**config.mk**
```make
export PLATFORM = sky130hd
export DESIGN_NAME = toeq_cell
export DESIGN_NICKNAME = d
export VERILOG_FILES = /design/src/sv/timestamp_ordered_event_queue_defines.svh /design/src/sv/toeq_pkg.sv /design/src/sv/toeq_cell.sv
export SDC_FILE = /design/constraint.sdc
export NUM_CORES = 1
export LEC_CHECK = 0
export ABC_AREA = 1
export CORE_AREA = 4 4 151 153
export CTS_CLUSTER_SIZE = 40
export DETAILED_ROUTE_END_ITERATION = 10
export DIE_AREA = 0 0 155 157
export DONT_BUFFER_PORTS = 1
export GPL_ROUTABILITY_DRIVEN = 0
export SLEW_MARGIN = 5
export SYNTH_ARGS = -nofsm -noshare
export SYNTH_HDL_FRONTEND = slang
export SYNTH_SLANG_ARGS = --single-unit
```
**constraint.sdc**
```tcl
create_clock -name clk -period 7 [get_ports clk]
set_clock_uncertainty 0.2 [all_clocks]
set_input_delay 1.05 -clock clk [delete_from_list [all_inputs] [get_ports clk]]
set_output_delay 1.05 -clock clk [all_outputs]
set_load 0.03 [all_outputs]
```
**src/sv/timestamp_ordered_event_queue_defines.svh**
```systemverilog
// Assertion macros for the timestamp-ordered event queue.
`ifndef TIMESTAMP_ORDERED_EVENT_QUEUE_DEFINES_SVH
`define TIMESTAMP_ORDERED_EVENT_QUEUE_DEFINES_SVH
`ifndef ASSERT_OFF
`define TOEQ_ASSERT(label, clk, rst_n, prop, msg) \
	label: assert property (@(posedge clk) disable iff (!rst_n) prop) else $error(msg);
`define TOEQ_NEVER(label, clk, rst_n, cond, msg) \
	label: assert property (@(posedge clk) disable iff (!rst_n) !(cond)) else $error(msg);
`else
`define TOEQ_ASSERT(label, clk, rst_n, prop, msg)
`define TOEQ_NEVER(label, clk, rst_n, cond, msg)
`endif
`endif

```
**src/sv/toeq_pkg.sv**
```systemverilog
// Package: types and constants of the timestamp-ordered event queue.
`timescale 1ns / 1ps
`default_nettype none
package toeq_pkg;

	localparam int QUEUE_DEPTH = 64;
	localparam int CNT_W       = $clog2(QUEUE_DEPTH + 1);

	localparam logic [1:0] REQ_PUSH  = 2'd0;
	localparam logic [1:0] REQ_POP   = 2'd1;
	localparam logic [1:0] REQ_CLEAR = 2'd2;

	localparam logic [1:0] ST_OK       = 2'd0;
	localparam logic [1:0] ST_OVERFLOW = 2'd1;
	localparam logic [1:0] ST_NOT_DUE  = 2'd2;

	localparam logic [6:0] CAP_RESET = 7'd64;

	typedef struct packed {
		logic [1:0]  req_type;
		logic [63:0] time_value;
		logic [1:0]  event_kind;
		logic [31:0] event_payload;
	} req_t;

	typedef struct packed {
		logic [1:0]  status;
		logic        out_valid;
		logic [63:0] out_time;
		logic [1:0]  out_kind;
		logic [31:0] out_payload;
		logic [63:0] head_time;
		logic        queue_empty;
		logic [6:0]  occupancy;
	} rsp_t;

	typedef struct packed {
		logic [63:0] tstamp;
		logic [1:0]  kind;
		logic [31:0] payload;
	} entry_t;

	typedef struct packed {
		logic push_en;
		logic pop_en;
	} cell_ctl_t;

endpackage
`default_nettype wire

```
**src/sv/toeq_cell.sv**
```systemverilog
// One slot of the sorted shift queue: holds an event, shifts right on insert, left on pop.
`timescale 1ns / 1ps
`default_nettype none
module toeq_cell
	import toeq_pkg::*;
(
	input  wire logic      clk,
	input  wire cell_ctl_t ctl,
	input  wire logic      occ,
	input  wire entry_t    new_entry,
	input  wire logic      left_take,
	input  wire entry_t    left_entry,
	input  wire entry_t    right_entry,
	output logic           take,
	output entry_t         entry_q
);

	// slot lies at or beyond the insert point
	assign take = !occ || (entry_q.tstamp > new_entry.tstamp);

	always_ff @(posedge clk) begin
		if (ctl.push_en && take) begin
			entry_q <= left_take ? left_entry : new_entry;
		end else if (ctl.pop_en) begin
			entry_q <= right_entry;
		end
	end

endmodule
`default_nettype wire
```
==> impl.org, run 1 <==
** Yosys
- Of the post-synthesis cell area, the part taken by muxes is 5.56%.
- Adder-cell area share of the yosys netlist :: 11.3%
- Warning count from the yosys run :: 0
- Summing the sequential cell areas from Yosys gives 41.5% of the chip area.
- By area, the combinational part of the netlist is dominated by simple AND/OR/NAND/NOR gates.
- After synthesis the cells add up to 0.00708 sq mm.
- Counting every net in the synthesized netlist gives 1246.
- Yosys mapped the design onto 24 distinct sky130hd cell types.
- Counting every instance in the synthesized netlist gives 883.
- After Yosys synthesis, XOR and XNOR cells account for 0% of the synthesized area.
- Fraction of the mapped netlist area in simple logic gates :: 26.8%
- Share of the synthesized area in compound gates (AO/OA/AOI/OAI) :: 7.42%
- Avg Inst Size Synth :: 8.02 sq um
- Yosys reg bits :: 98

** Cells and area
- After filler insertion, the fill cell instance count of the layout stands at 2229.
- Antenna Diode Count :: 0
- Sequential Area :: 0.00294 sq mm
- More flip-flops sit in one register than any other, and that register is entry_q.
- The largest registers in the layout are entry_q x98.
- Footprint of the multi-input gates :: 0.00362 sq mm
- Final nets :: around 1200
- The register with the most flip-flops in the layout has 98 of them.
- Relative to the synthesized area, the layout overhead comes to 6.22%.
- In the final layout, the share of cells above drive strength 1 is 6.68%.

** Timing
- RSZ-0062 raised after global routing :: no
- Final-layout setup total negative slack :: 0 ns
- Measured against its own limit, the worst slew margin works out to 25.9%.
- Final setup margin :: 2.00 ns
- Final count of hold timing violations :: 0
- At the pin with the least slew margin, the transition time is between 1 and 1.5 ns.
- Timing-limited maximum frequency :: 200 MHz
- Final period utilization :: a little over 70%
- Setup violations remaining at the end of the flow were counted as 0.
- Max Slew Vio Count :: 0
- The worst path in the final design needs a cycle of 5.00 ns, including I/O delays and setup.

** Floorplanning
- The initialized floorplan defines between 50 and 60 standard-cell rows.
- Once the floorplan was initialized, standard cells occupied 32.9% of the core.
- Core region area :: 0.0216 sq mm
- Area of the die :: 0.0243 sq mm
- The floorplan step set the die height to around 160 um.
- Horizontal die dimension :: 155 um
- 398 I/O pins were placed.

** Hold path
- For hold timing, the worst endpoint is entry_q[33]$_DFFE_PP_.
- The min-delay analysis places its worst path in the category input port to flip-flop.
- Worst hold path stage count :: 2
- Startpoint of the worst hold path :: right_entry[33]

** Setup path
- For the worst setup path, the data required time is 6.82 ns.
- STA classifies the critical path endpoint as a flip-flop.
- WS Path Type :: input port to flip-flop
- Reg2Reg Capture Point :: entry_q[27]$_DFFE_PP_
- Slack of the worst reg-to-reg path :: approximately 2.1 ns
- Worst r2r path cells :: 12
- CP arrival :: 4.82 ns
- Of all nets on the critical path, the largest fanout is 77.
- The worst setup path is launched from an input port.
- Critical register-to-register path startpoint :: entry_q[81]$_DFFE_PP_

** Pwr
- Leakage power summed over all cells :: 3.55 nW
- Power per cell area :: 243 mW/mm^2
- After layout, the design draws a total of 1.83 mW.
- IR analysis of the VDD net gives a maximum drop of 0.000129 V.

** Global route
- Maximum number of pins on one net before global-route repair :: 162
- The initial antenna violation count was 0.
- The number of global-route vias before repair came to 5802.
- Global route total overflow :: 0
- The first global-routing pass estimated 33300 um of wire.
- Combined global-route utilization of all metal layers :: roughly 17%

** CTS
- At the later pin of the worst-skew pair, clock insertion delay measures 0.35 ns.
- After clock tree synthesis, the repair step resized 0 gates.
- CTS placed an instance of sky130_fd_sc_hd__clkbuf_16 at the clock tree root.
- TritonCTS built the clock tree.
- Hold repair after CTS inserted 0 buffers.
- Clock-pin slew was measured on the worst setup and hold paths at roughly 0.080 ns.
- Counting every sink on the clock net gives 98.
- Num CTS Buffers :: 9
- The clock tree synthesis step divided the H-tree into 3 levels.
- Setup Buffers After CTS :: 0
- Clock Tree Buf Depth :: 2

** Drt
- Wire segments on met3 add up to between 2000 and 2500 um in the final route.
- The routed design uses 11000 um of met2 wire.
- In the routed layout, each cell is associated on average with a via count of roughly 5.2.
- Total length of routed wires :: 22700 um
- Average routed wire per standard cell :: between 20 and 25 um
- Number of remaining DRC errors :: 0
- In this run, the number of DRC markers left after iteration 0 of detailed routing was ~460.
- The detail route stage leaves a number of antenna-violating nets equal to 0.
- Highest Signal Layer :: met4
- For this block, wires on met1 add up to 8730 um.
- Before antenna repair, the detailed router went through 5 iterations.
- Total via count in the routed design :: slightly below 6000

** Status
- The flow ran to the end, and the final reports show no timing, DRC or antenna violations.

** Job
- Max capacitance violation total :: 0

** Placement
- Detailed placement HPWL :: roughly 17000 um
- In this run the tool buffered the top-level ports with 0 buffer cells.
- Worst-case setup slack after placement :: 1.53 ns
[critical path, cell delays in order]
cell and delay, ns:
sky130_fd_sc_hd__inv_1 0.04, sky130_fd_sc_hd__ha_1 0.31, sky130_fd_sc_hd__nand4_1 0.14, sky130_fd_sc_hd__nor2_1 0.21, sky130_fd_sc_hd__nand3b_1 0.16, sky130_fd_sc_hd__nor2_1 0.19, sky130_fd_sc_hd__nand2_1 0.07, sky130_fd_sc_hd__nand2_1 0.07
sky130_fd_sc_hd__nand2_2 0.06, sky130_fd_sc_hd__nand2_4 0.50, sky130_fd_sc_hd__nand2_4 0.50, sky130_fd_sc_hd__nand2_4 0.93, sky130_fd_sc_hd__buf_4 0.45
[metrics by stage]
step                      util (%)  std cells  area (sq um)  hold slack [ns]
final                         34.9       1133          7520            0.683
after detailed placement      33.5       1117          7230             1.03
after floorplan                  -        883          7080             1.03
after global placement        33.5       1117          7230             1.03
after global routing          34.9       1133          7520            0.655
after CTS                     34.9       1133          7520            0.661
[worst max path at each step]
stage	end	slack, ns	start	cells after the start
final	entry_q[27]$_DFFE_PP_	2.00	new_entry[81]	13
after global routing	entry_q[24]$_DFFE_PP_	1.61	new_entry[81]	13
after CTS	entry_q[24]$_DFFE_PP_	1.89	new_entry[81]	13
after detailed placement	entry_q[24]$_DFFE_PP_	1.53	new_entry[81]	13
after global placement	entry_q[24]$_DFFE_PP_	1.60	new_entry[81]	13
after floorplan	entry_q[0]$_DFFE_PP_	1.73	new_entry[57]	16
[where the power goes]
| part | internal, mW | leakage, nW | total (mW) | switching (mW) |
|---|---|---|---|---|
| Clock | 0.279 | 0.137 | 0.518 | 0.239 |
| Sequential | 0.754 | 1.00 | 0.968 | 0.213 |
| Combinational | 0.126 | 2.40 | 0.342 | 0.216 |
| Total | 1.16 | 3.55 | 1.83 | 0.668 |
[metal layers]
metal | up-vias | GRT usage, %
li1 | 2890 | -
met4 | 0 | 5.21
met1 | 2707 | 20.4
met2 | 296 | 29.5
met3 | 31 | 7.37
met5 | - | 0
[cells by family after synthesis]
logic type | count (synthesis)
fa+ha+maj | 64
buf+inv | 126
simple gates | 457
mux | 35
compound gates | 103
flops | 98
[Yosys cell counts]
master / instances / share of area (%)
sky130_fd_sc_hd__nand2_1: 319 / 17
sky130_fd_sc_hd__nand3_1: 106 / 7.5
sky130_fd_sc_hd__edfxtp_1: 98 / 42
sky130_fd_sc_hd__inv_1: 77 / 4.1
sky130_fd_sc_hd__o21ai_0: 70 / 4.9
sky130_fd_sc_hd__ha_1: 64 / 11
sky130_fd_sc_hd__mux2_2: 35 / 5.6
sky130_fd_sc_hd__a21oi_1: 29 / 2.0
sky130_fd_sc_hd__clkbuf_1: 23 / 1.2
sky130_fd_sc_hd__buf_2: 20 / 1.4
sky130_fd_sc_hd__nor2_1: 17 / 0.90
sky130_fd_sc_hd__nand4_1: 6 / 0.53
sky130_fd_sc_hd__buf_6: 3 / 0.48
sky130_fd_sc_hd__o21a_1: 3 / 0.32
sky130_fd_sc_hd__buf_1: 2 / 0.11
sky130_fd_sc_hd__nand2_4: 2 / 0.32
sky130_fd_sc_hd__nor3_1: 2 / 0.14
sky130_fd_sc_hd__a21o_1: 1 / 0.11
sky130_fd_sc_hd__buf_4: 1 / 0.11
sky130_fd_sc_hd__nand2_2: 1 / 0.088
sky130_fd_sc_hd__nand3b_1: 1 / 0.11
sky130_fd_sc_hd__nor2_2: 1 / 0.088
sky130_fd_sc_hd__nor3b_1: 1 / 0.11
sky130_fd_sc_hd__nor4_1: 1 / 0.088
[cells in the final DEF, fill, tap and decap left out]
| cell | n |
|---|---|
| sky130_fd_sc_hd__nor2_1 | 17 |
| sky130_fd_sc_hd__nand4_1 | 6 |
| sky130_fd_sc_hd__nand3b_1 | 1 |
| sky130_fd_sc_hd__nand2_1 | 318 |
| sky130_fd_sc_hd__clkbuf_1 | 1 |
| sky130_fd_sc_hd__clkbuf_16 | 9 |
| sky130_fd_sc_hd__mux2_2 | 35 |
| sky130_fd_sc_hd__clkinv_1 | 1 |
| sky130_fd_sc_hd__inv_6 | 1 |
| sky130_fd_sc_hd__bufinv_16 | 1 |
| sky130_fd_sc_hd__nand2_2 | 1 |
| sky130_fd_sc_hd__nor3_1 | 2 |
| sky130_fd_sc_hd__clkinv_4 | 1 |
| sky130_fd_sc_hd__a21oi_1 | 29 |
| sky130_fd_sc_hd__inv_1 | 77 |
| sky130_fd_sc_hd__nor2_2 | 1 |
| sky130_fd_sc_hd__ha_1 | 64 |
| sky130_fd_sc_hd__a21o_1 | 1 |
| sky130_fd_sc_hd__nor4_1 | 1 |
| sky130_fd_sc_hd__nor3b_1 | 1 |
| sky130_fd_sc_hd__nand3_1 | 106 |
| sky130_fd_sc_hd__buf_4 | 3 |
| sky130_fd_sc_hd__nand2_4 | 3 |
| sky130_fd_sc_hd__edfxtp_1 | 98 |
| sky130_fd_sc_hd__o21a_1 | 3 |
| sky130_fd_sc_hd__o21ai_0 | 70 |
| sky130_fd_sc_hd__clkinvlp_4 | 2 |
[cell type report]
cell class              count  area share (%)
clock inverters             6           0.881
multi-input cells         659            48.2
flip-flops and latches     98            39.1
clock buffers              10            3.04
inverters                  77            3.84
repair buffers              3           0.299
well taps                 280            4.66
Note: power is estimated with default switching activity, not from simulation.
==> inputs of run 2 (changes only) <==
Clock period 7 ns to 4 ns, I/O delays scaled along.
==> impl.org, run 2 (synthesis results as in run 1) <==
** Global route
- Global-route wire length before repair :: 33600 um (was 33300 um)
- The number of global-route vias before repair is 5766 (was 5802).
- The final global-route overflow total was 0 (unchanged).
- The initial antenna violation count came to 2 (was 0).
- Combined global-route utilization of all metal layers :: 17.9% (was 17.5%)
- Maximum number of pins on one net before global-route repair :: 162 (unchanged)

** Setup path
- Worst r2r path cells :: 12 (unchanged)
- The critical-path cell with the highest stage delay is sky130_fd_sc_hd__edfxtp_1 (was sky130_fd_sc_hd__nand2_4).
- Largest driver fanout on the critical path :: 99 (was 77)
- Data required time of the worst path :: 3.20 ns (was 6.82 ns)
- CP arrival :: 2.83 ns (was 4.82 ns)
- Critical path cell sequence :: ha_1 > nand2_1 > nor4_1 > nand2_1 > nor2_1 > nand2_1 > nand2_1 > nand2_2 > nand2_4 > buf_12 (was inv_1 > ha_1 > nand4_1 > nor2_1 > nand3b_1 > nor2_1 > nand2_1 > nand2_1 > nand2_2 > nand2_4 > nand2_4 > nand2_4 > buf_4)
- Reg2Reg Capture Point :: entry_q[28]$_DFFE_PP_ (was entry_q[27]$_DFFE_PP_)
- The beginning of the worst register-to-register path is entry_q[87]$_DFFE_PP_ (was entry_q[81]$_DFFE_PP_).
- Slack of the worst reg-to-reg path :: 0.82 ns (was 2.13 ns)
- Cell repeated most along the worst path :: sky130_fd_sc_hd__nand2_1 (was sky130_fd_sc_hd__nand2_4)
- The critical path launch point type is a flip-flop (was input port).
- The sort of element at the end of the critical path was an output pin (was flip-flop).
- The biggest cell delay along the critical path is 0.54 ns (was 0.93 ns).
- WS Path Type :: flip-flop to output pin (was input port to flip-flop)

** Floorplanning
- The number of placement rows came to 54 (unchanged).
- The die area came to 0.0243 sq mm (unchanged).
- Horizontal die dimension :: 155 um (unchanged)
- Core region area :: 0.0216 sq mm (unchanged)
- Height of the die :: 157 um (unchanged)
- The initial standard-cell utilization of the core is 32.9% (unchanged).
- Boundary pin count :: 398 (unchanged)

** Timing
- Max-Slew Margin vs Limit :: 63.6% (was 25.9%)
- In the finished design, the share of the clock period the worst path needs comes to roughly nine tenths.
- The final setup violation count is 0 (unchanged).
- RSZ-0062 raised after global routing :: no (unchanged)
- The final-layout setup total negative slack is 0 ns (unchanged).
- Final count of hold timing violations :: 0 (unchanged)
- For this run, the top clock speed supported by timing is 275 MHz.
- The count of final max-slew check failures is 0 (unchanged).
- The slew at the pin closest to its max-slew limit was 0.546 ns (was 1.11 ns).
- Min Tclk post-route :: about 3.6 ns

** CTS
- Clock root cell :: sky130_fd_sc_hd__clkbuf_16 (unchanged)
- Clk sink count :: 98 (unchanged)
- Setup Buffers After CTS :: 0 (unchanged)
- The post-cts sizing count was 0 (unchanged).
- The number of buffers between clock root and the deepest sink is 2 (unchanged).
- The level count of the clock H-tree was 3 (unchanged).
- TritonCTS clock tree :: yes (unchanged)
- The total clock buffers created by CTS came to 9 (unchanged).
- The clock input transition at the sequential cells of the worst setup and hold paths came to 0.08 ns (about the same).
- Clock latency on the worst-skew pair :: 0.35 ns (about the same)
- The total of hold buffers inserted after clock tree synthesis is 0 (unchanged).

** Drt
- The post-detailed-route wirelength per cell came to 20.2 um (was 20.0 um).
- The via-per-instance ratio is 5.23 (about the same).
- The number of DRC markers in iteration 0 came to 491 (was 459).
- Number of remaining DRC errors :: 0 (unchanged)
- The number of nets with antenna violations after detailed routing is 0 (unchanged).
- Total length of routed wires :: 23000 um (was 22700 um)
- Number of iterations in the first detailed-routing pass :: 7 (was 5)
- Total via count in the routed design :: 5951 (was 5924)

** Cells and area
- Top library cells by usage in the layout, fill and taps aside :: sky130_fd_sc_hd__nand2_1, sky130_fd_sc_hd__nand3_1, sky130_fd_sc_hd__edfxtp_1 (unchanged)
- Footprint of the multi-input gates :: 0.00362 sq mm (unchanged)
- Relative area change from synthesis to final layout :: 6.92% (was 6.22%)
- Regs by FF count: entry_q x98 (unchanged).
- Share of final-layout standard cells stronger than drive strength 1 :: 7.01% (was 6.68%)
- The commonest non-fill, non-tap cell in the layout is sky130_fd_sc_hd__nand2_1 (unchanged).
- Number of flip-flops in the largest register :: 98 (unchanged)
- Number of fill cells in the layout :: 2235 (was 2229)
- The number of nets at the end of the flow was 1214 (was 1211).
- Largest reg by FF count :: entry_q (unchanged)
- The register cell area after layout is 0.00294 sq mm (unchanged).

** Hold path
- The cell count of the worst hold path is 2 (unchanged).
- Worst min-delay path class :: input port to flip-flop (unchanged)
- The end of the worst hold path was entry_q[33]$_DFFE_PP_ (unchanged).
- Startpoint of the worst hold path :: right_entry[33] (unchanged)

** Pwr
- Maximum vdd ir drop :: 0.000203 V (was 0.000129 V)
- The power density over cell area was 423 mW/mm^2 (was 243 mW/mm^2).
- Overall Power :: 3.21 mW (was 1.83 mW)
- The leakage power was 3.57 nW (was 3.55 nW).

** Status
- Result of the run :: completed (unchanged)

** Placement
- The port buffer count is 0 (unchanged).
- Detailed placement HPWL :: 17300 um (was 17100 um)

** Job
- Max capacitance violation total :: 0 (unchanged)
run 2: how the worst max path moves through the flow:
stage / from / endpoint / slack (ns) / cells past startpoint
6_report: entry_q[87]$_DFFE_PP_ / take / 0.37 / 10
2_1_floorplan: new_entry[57] / entry_q[0]$_DFFE_PP_ / 0.14 / 16
5_1_grt: entry_q[77]$_DFFE_PP_ / take / 0.21 / 12
3_5_place_dp: new_entry[89] / take / 0.67 / 11
3_3_place_gp: new_entry[89] / take / 0.67 / 11
4_1_cts: entry_q[81]$_DFFE_PP_ / take / 0.36 / 10
run 2: report_power, final:
| group | leakage (nW) | internal (mW) | switching [mW] | total [mW] |
|---|---|---|---|---|
| sequential | 1.00 | 1.32 | 0.367 | 1.69 |
| combinational | 2.43 | 0.232 | 0.381 | 0.613 |
| clock | 0.137 | 0.488 | 0.419 | 0.907 |
run 2: per-layer routing:
metal  track usage (%)  up-vias  wire [um]
li1                  -     2890          -
met1              20.4     2738       8690
met2              31.4      299      11600
met3              6.60       22       2290
met4              5.13        2        403
met5                 0        -         13
run 2: stage by stage:
stage | setup slack [ns] | utilization (%) | hold WS, ns | cell area, sq um | instances
floorplan | 0.141 | - | 0.579 | 7090 | 883
global placement | 0.674 | 33.8 | 0.580 | 7280 | 1120
detailed placement | 0.671 | 33.8 | 0.584 | 7280 | 1120
CTS | 0.361 | 35.1 | 0.208 | 7570 | 1136
global route | 0.205 | 35.1 | 0.205 | 7570 | 1137
finish | 0.369 | 35.1 | 0.225 | 7570 | 1137
run 2: final cells by class:
class                      count  share of cell area [%]
timing repair buffer           6                   0.925
tap                          280                    4.63
clock inverter                 6                   0.876
antenna                        1                  0.0330
sequential                    98                    38.9
inverter                      77                    3.82
clock buffer                  10                    3.02
multi-input combinational    659                    47.8
run 2: critical path: cells and delay by family, from the launching register on:
kind | cells | cell delay, ns
fa+ha+maj | 1 | 0.37
buf+inv | 1 | 0.38
flops | 1 | 0.54
simple gates | 8 | 1.07
==> inputs of run 3 (changes only) <==
Settings changed: PLACE_DENSITY from default to 0.49.
==> impl.org, run 3 (synthesis results as in run 1) <==
** Status
- Result of the run :: completed (unchanged)

** Placement
- Placed cells :: 1120 (unchanged)
- Number of I/O port buffers :: 0 (unchanged)
- Detailed placement HPWL :: 17300 um (about the same)

** Job
- Max capacitance violation total :: 0 (unchanged)

** Floorplanning
- The number of placement rows is 54 (unchanged).
- Horizontal die dimension :: 155 um (unchanged)
- The vertical extent of the die came to 157 um (unchanged).
- The initial standard-cell utilization of the core is 32.9% (unchanged).
- The core area was 0.0216 sq mm (unchanged).
- The die area came to 0.0243 sq mm (unchanged).
- Boundary pin count :: 398 (unchanged)

** CTS
- The total of hold buffers inserted after clock tree synthesis came to 0 (unchanged).
- Clock slew at the register clock pins of the worst setup and hold paths :: 0.08 ns (about the same)
- Clock latency on the worst-skew pair :: 0.35 ns (about the same)
- Count of instances resized after the clock tree is built :: 0 (unchanged)
- Setup Buffers After CTS :: 0 (unchanged)
- The number of buffers between clock root and the deepest sink is 2 (unchanged).
- Clock root cell :: sky130_fd_sc_hd__clkbuf_16 (unchanged)
- TritonCTS clock tree :: yes (unchanged)
- The sink count of the clock tree is 98 (unchanged).
- The total clock buffers created by CTS was 9 (unchanged).
- The level count of the clock H-tree came to 3 (unchanged).

** Timing
- RSZ-0062 raised after global routing :: no (unchanged)
- Min Tclk post-route :: 3.55 ns (was 3.63 ns)
- Final period utilization :: 88.7% (was 90.8%)
- Max Slew Vio Count :: 0 (unchanged)
- The slew at the pin closest to its max-slew limit was 0.547 ns (was 0.546 ns).
- Final-layout setup total negative slack :: 0 ns (unchanged)
- Max-Slew Margin vs Limit :: 63.6% (about the same)
- Timing-limited maximum frequency :: 282 MHz (was 275 MHz)
- Final setup violation count :: 0 (unchanged)
- Final count of hold timing violations :: 0 (unchanged)

** Drt
- Total length of routed wires :: 23200 um (was 23000 um)
- Antenna Nets Post-Route :: 0 (unchanged)
- Number of iterations in the first detailed-routing pass :: 5 (was 7)
- The via-per-instance ratio came to 5.18 (was 5.23).
- Number of remaining DRC errors :: 0 (unchanged)
- The via count came to 5888 (was 5951).
- Number of DRC violations after detailed-routing iteration 0 :: 401 (was 491)
- Average routed wire per standard cell :: 20.4 um (was 20.2 um)

** Cells and area
- The number of cells in the finished layout apart from fillers came to 1136 (was 1137).
- The register cell area after layout came to 0.00294 sq mm (unchanged).
- Commonest non-fill, non-tap cell in the layout :: sky130_fd_sc_hd__nand2_1 (unchanged)
- Top library cells by usage in the layout, fill and taps aside: sky130_fd_sc_hd__nand2_1, sky130_fd_sc_hd__nand3_1, sky130_fd_sc_hd__edfxtp_1 (unchanged).
- The register with the most flip-flops was entry_q (unchanged).
- Number of flip-flops in the largest register :: 98 (unchanged)
- Number of fill cells in the layout :: 2299 (was 2235)
- The total area of multi-input combinational cells was 0.00362 sq mm (unchanged).
- Regs by FF count: entry_q x98 (unchanged).
- The area added between synthesis and finish came to 7.24% (was 6.92%).
- The fraction of final layout cells sized beyond drive strength 1 is 7.01% (unchanged).
- The number of nets at the end of the flow is 1214 (unchanged).
- Antenna Diode Count :: 0 (was 1)

** Setup path
- Largest driver fanout on the critical path :: 99 (unchanged)
- Critical path endpoint category :: output pin (unchanged)
- The type of the setup path with the least slack is flip-flop to output pin (unchanged).
- The required time reported for the critical path endpoint is 3.20 ns (about the same).
- Critical path cell sequence: ha_1 > nand2_1 > nor2_1 > nand2_1 > nor3b_1 > nand2_1 > nand2_1 > nand2_1 > nand2_1 > nand2_2 > nand2_4 > buf_12 (was ha_1 > nand2_1 > nor4_1 > nand2_1 > nor2_1 > nand2_1 > nand2_1 > nand2_2 > nand2_4 > buf_12).
- The critical-path cell with the highest stage delay is sky130_fd_sc_hd__edfxtp_1 (unchanged).
- The critical path launch point type was a flip-flop (unchanged).
- The arrival time of data at the critical path endpoint came to 2.75 ns (was 2.83 ns).
- The most used cell along the critical path is sky130_fd_sc_hd__nand2_1 (unchanged).
- Longest individual stage delay on the worst path :: 0.54 ns (about the same)

** Global route
- Vias in the first global route :: 5768 (was 5766)
- Combined global-route utilization of all metal layers :: 18.0% (was 17.9%)
- The initial antenna violation count was 0 (was 2).
- The largest net degree at the start of global routing is 162 (unchanged).
- The global-route wire length before repair came to 34100 um (was 33600 um).
- The final global-route overflow total was 0 (unchanged).

** Pwr
- The power density over cell area came to 422 mW/mm^2 (was 423 mW/mm^2).
- The leakage power is 3.58 nW (was 3.57 nW).
- Maximum vdd ir drop :: 0.000173 V (was 0.000203 V)

** Hold path
- The path category of the worst min-delay check is input port to flip-flop (unchanged).
-- run 3: where the power goes --
group          switching, mW  internal [mW]
clock network          0.408          0.490
logic                  0.379          0.235
registers              0.373           1.32
-- run 3: path summary, 6_finish.rpt --
path                         startpoint                     to  slack [ns]  cells past startpoint
setup / recovery  entry_q[65]$_DFFE_PP_                   take        0.45                     12
hold / removal          right_entry[33]  entry_q[33]$_DFFE_PP_        0.23                      2
setup reg to reg  entry_q[65]$_DFFE_PP_  entry_q[16]$_DFFE_PP_        0.61                     14
hold reg to reg   entry_q[97]$_DFFE_PP_  entry_q[52]$_DFFE_PP_        1.54                     12
-- run 3: per-layer routing --
layer | wire length [um] | track usage (%) | share of wire, %
met1 | 9000 | 22.0 | 39
met2 | 11500 | 30.3 | 50
met3 | 2250 | 6.35 | 9.7
met4 | 448 | 4.67 | 1.9
met5 | 0 | 0 | 0
-- run 3: metrics by stage --
| stage | hold slack [ns] | instance area (sq um) | worst slack [ns] | power [mW] | utilization [%] |
|---|---|---|---|---|---|
| 3_3_place_gp | 0.582 | 7300 | 0.438 | 2.34 | 33.9 |
| 3_5_place_dp | 0.584 | 7300 | 0.461 | 2.34 | 33.9 |
| 6_report | 0.228 | 7600 | 0.450 | 3.20 | 35.2 |
| 2_1_floorplan | 0.579 | 7090 | 0.141 | 2.18 | - |
| 4_1_cts | 0.206 | 7600 | 0.357 | 3.26 | 35.2 |
| 5_1_grt | 0.205 | 7600 | 0.168 | 3.41 | 35.2 |
-- run 3: layout make-up --
cell class / instances / share of cell area [%]
Clock inverter: 5 / 0.824
Clock buffer: 11 / 3.06
Multi-Input combinational cell: 659 / 47.7
Tap cell: 280 / 4.61
Inverter: 77 / 3.80
Timing Repair Buffer: 6 / 1.25
Sequential cell: 98 / 38.7
-- run 3: worst max-delay path, delay by kind of cell (launching register included) --
| family | cells | cell delay (ns) |
|---|---|---|
| buffers and inverters | 1 | 0.38 |
| flip-flops | 1 | 0.54 |
| adder cells (fa/ha/maj) | 1 | 0.37 |
| AND/OR/NAND/NOR | 10 | 1.08 |
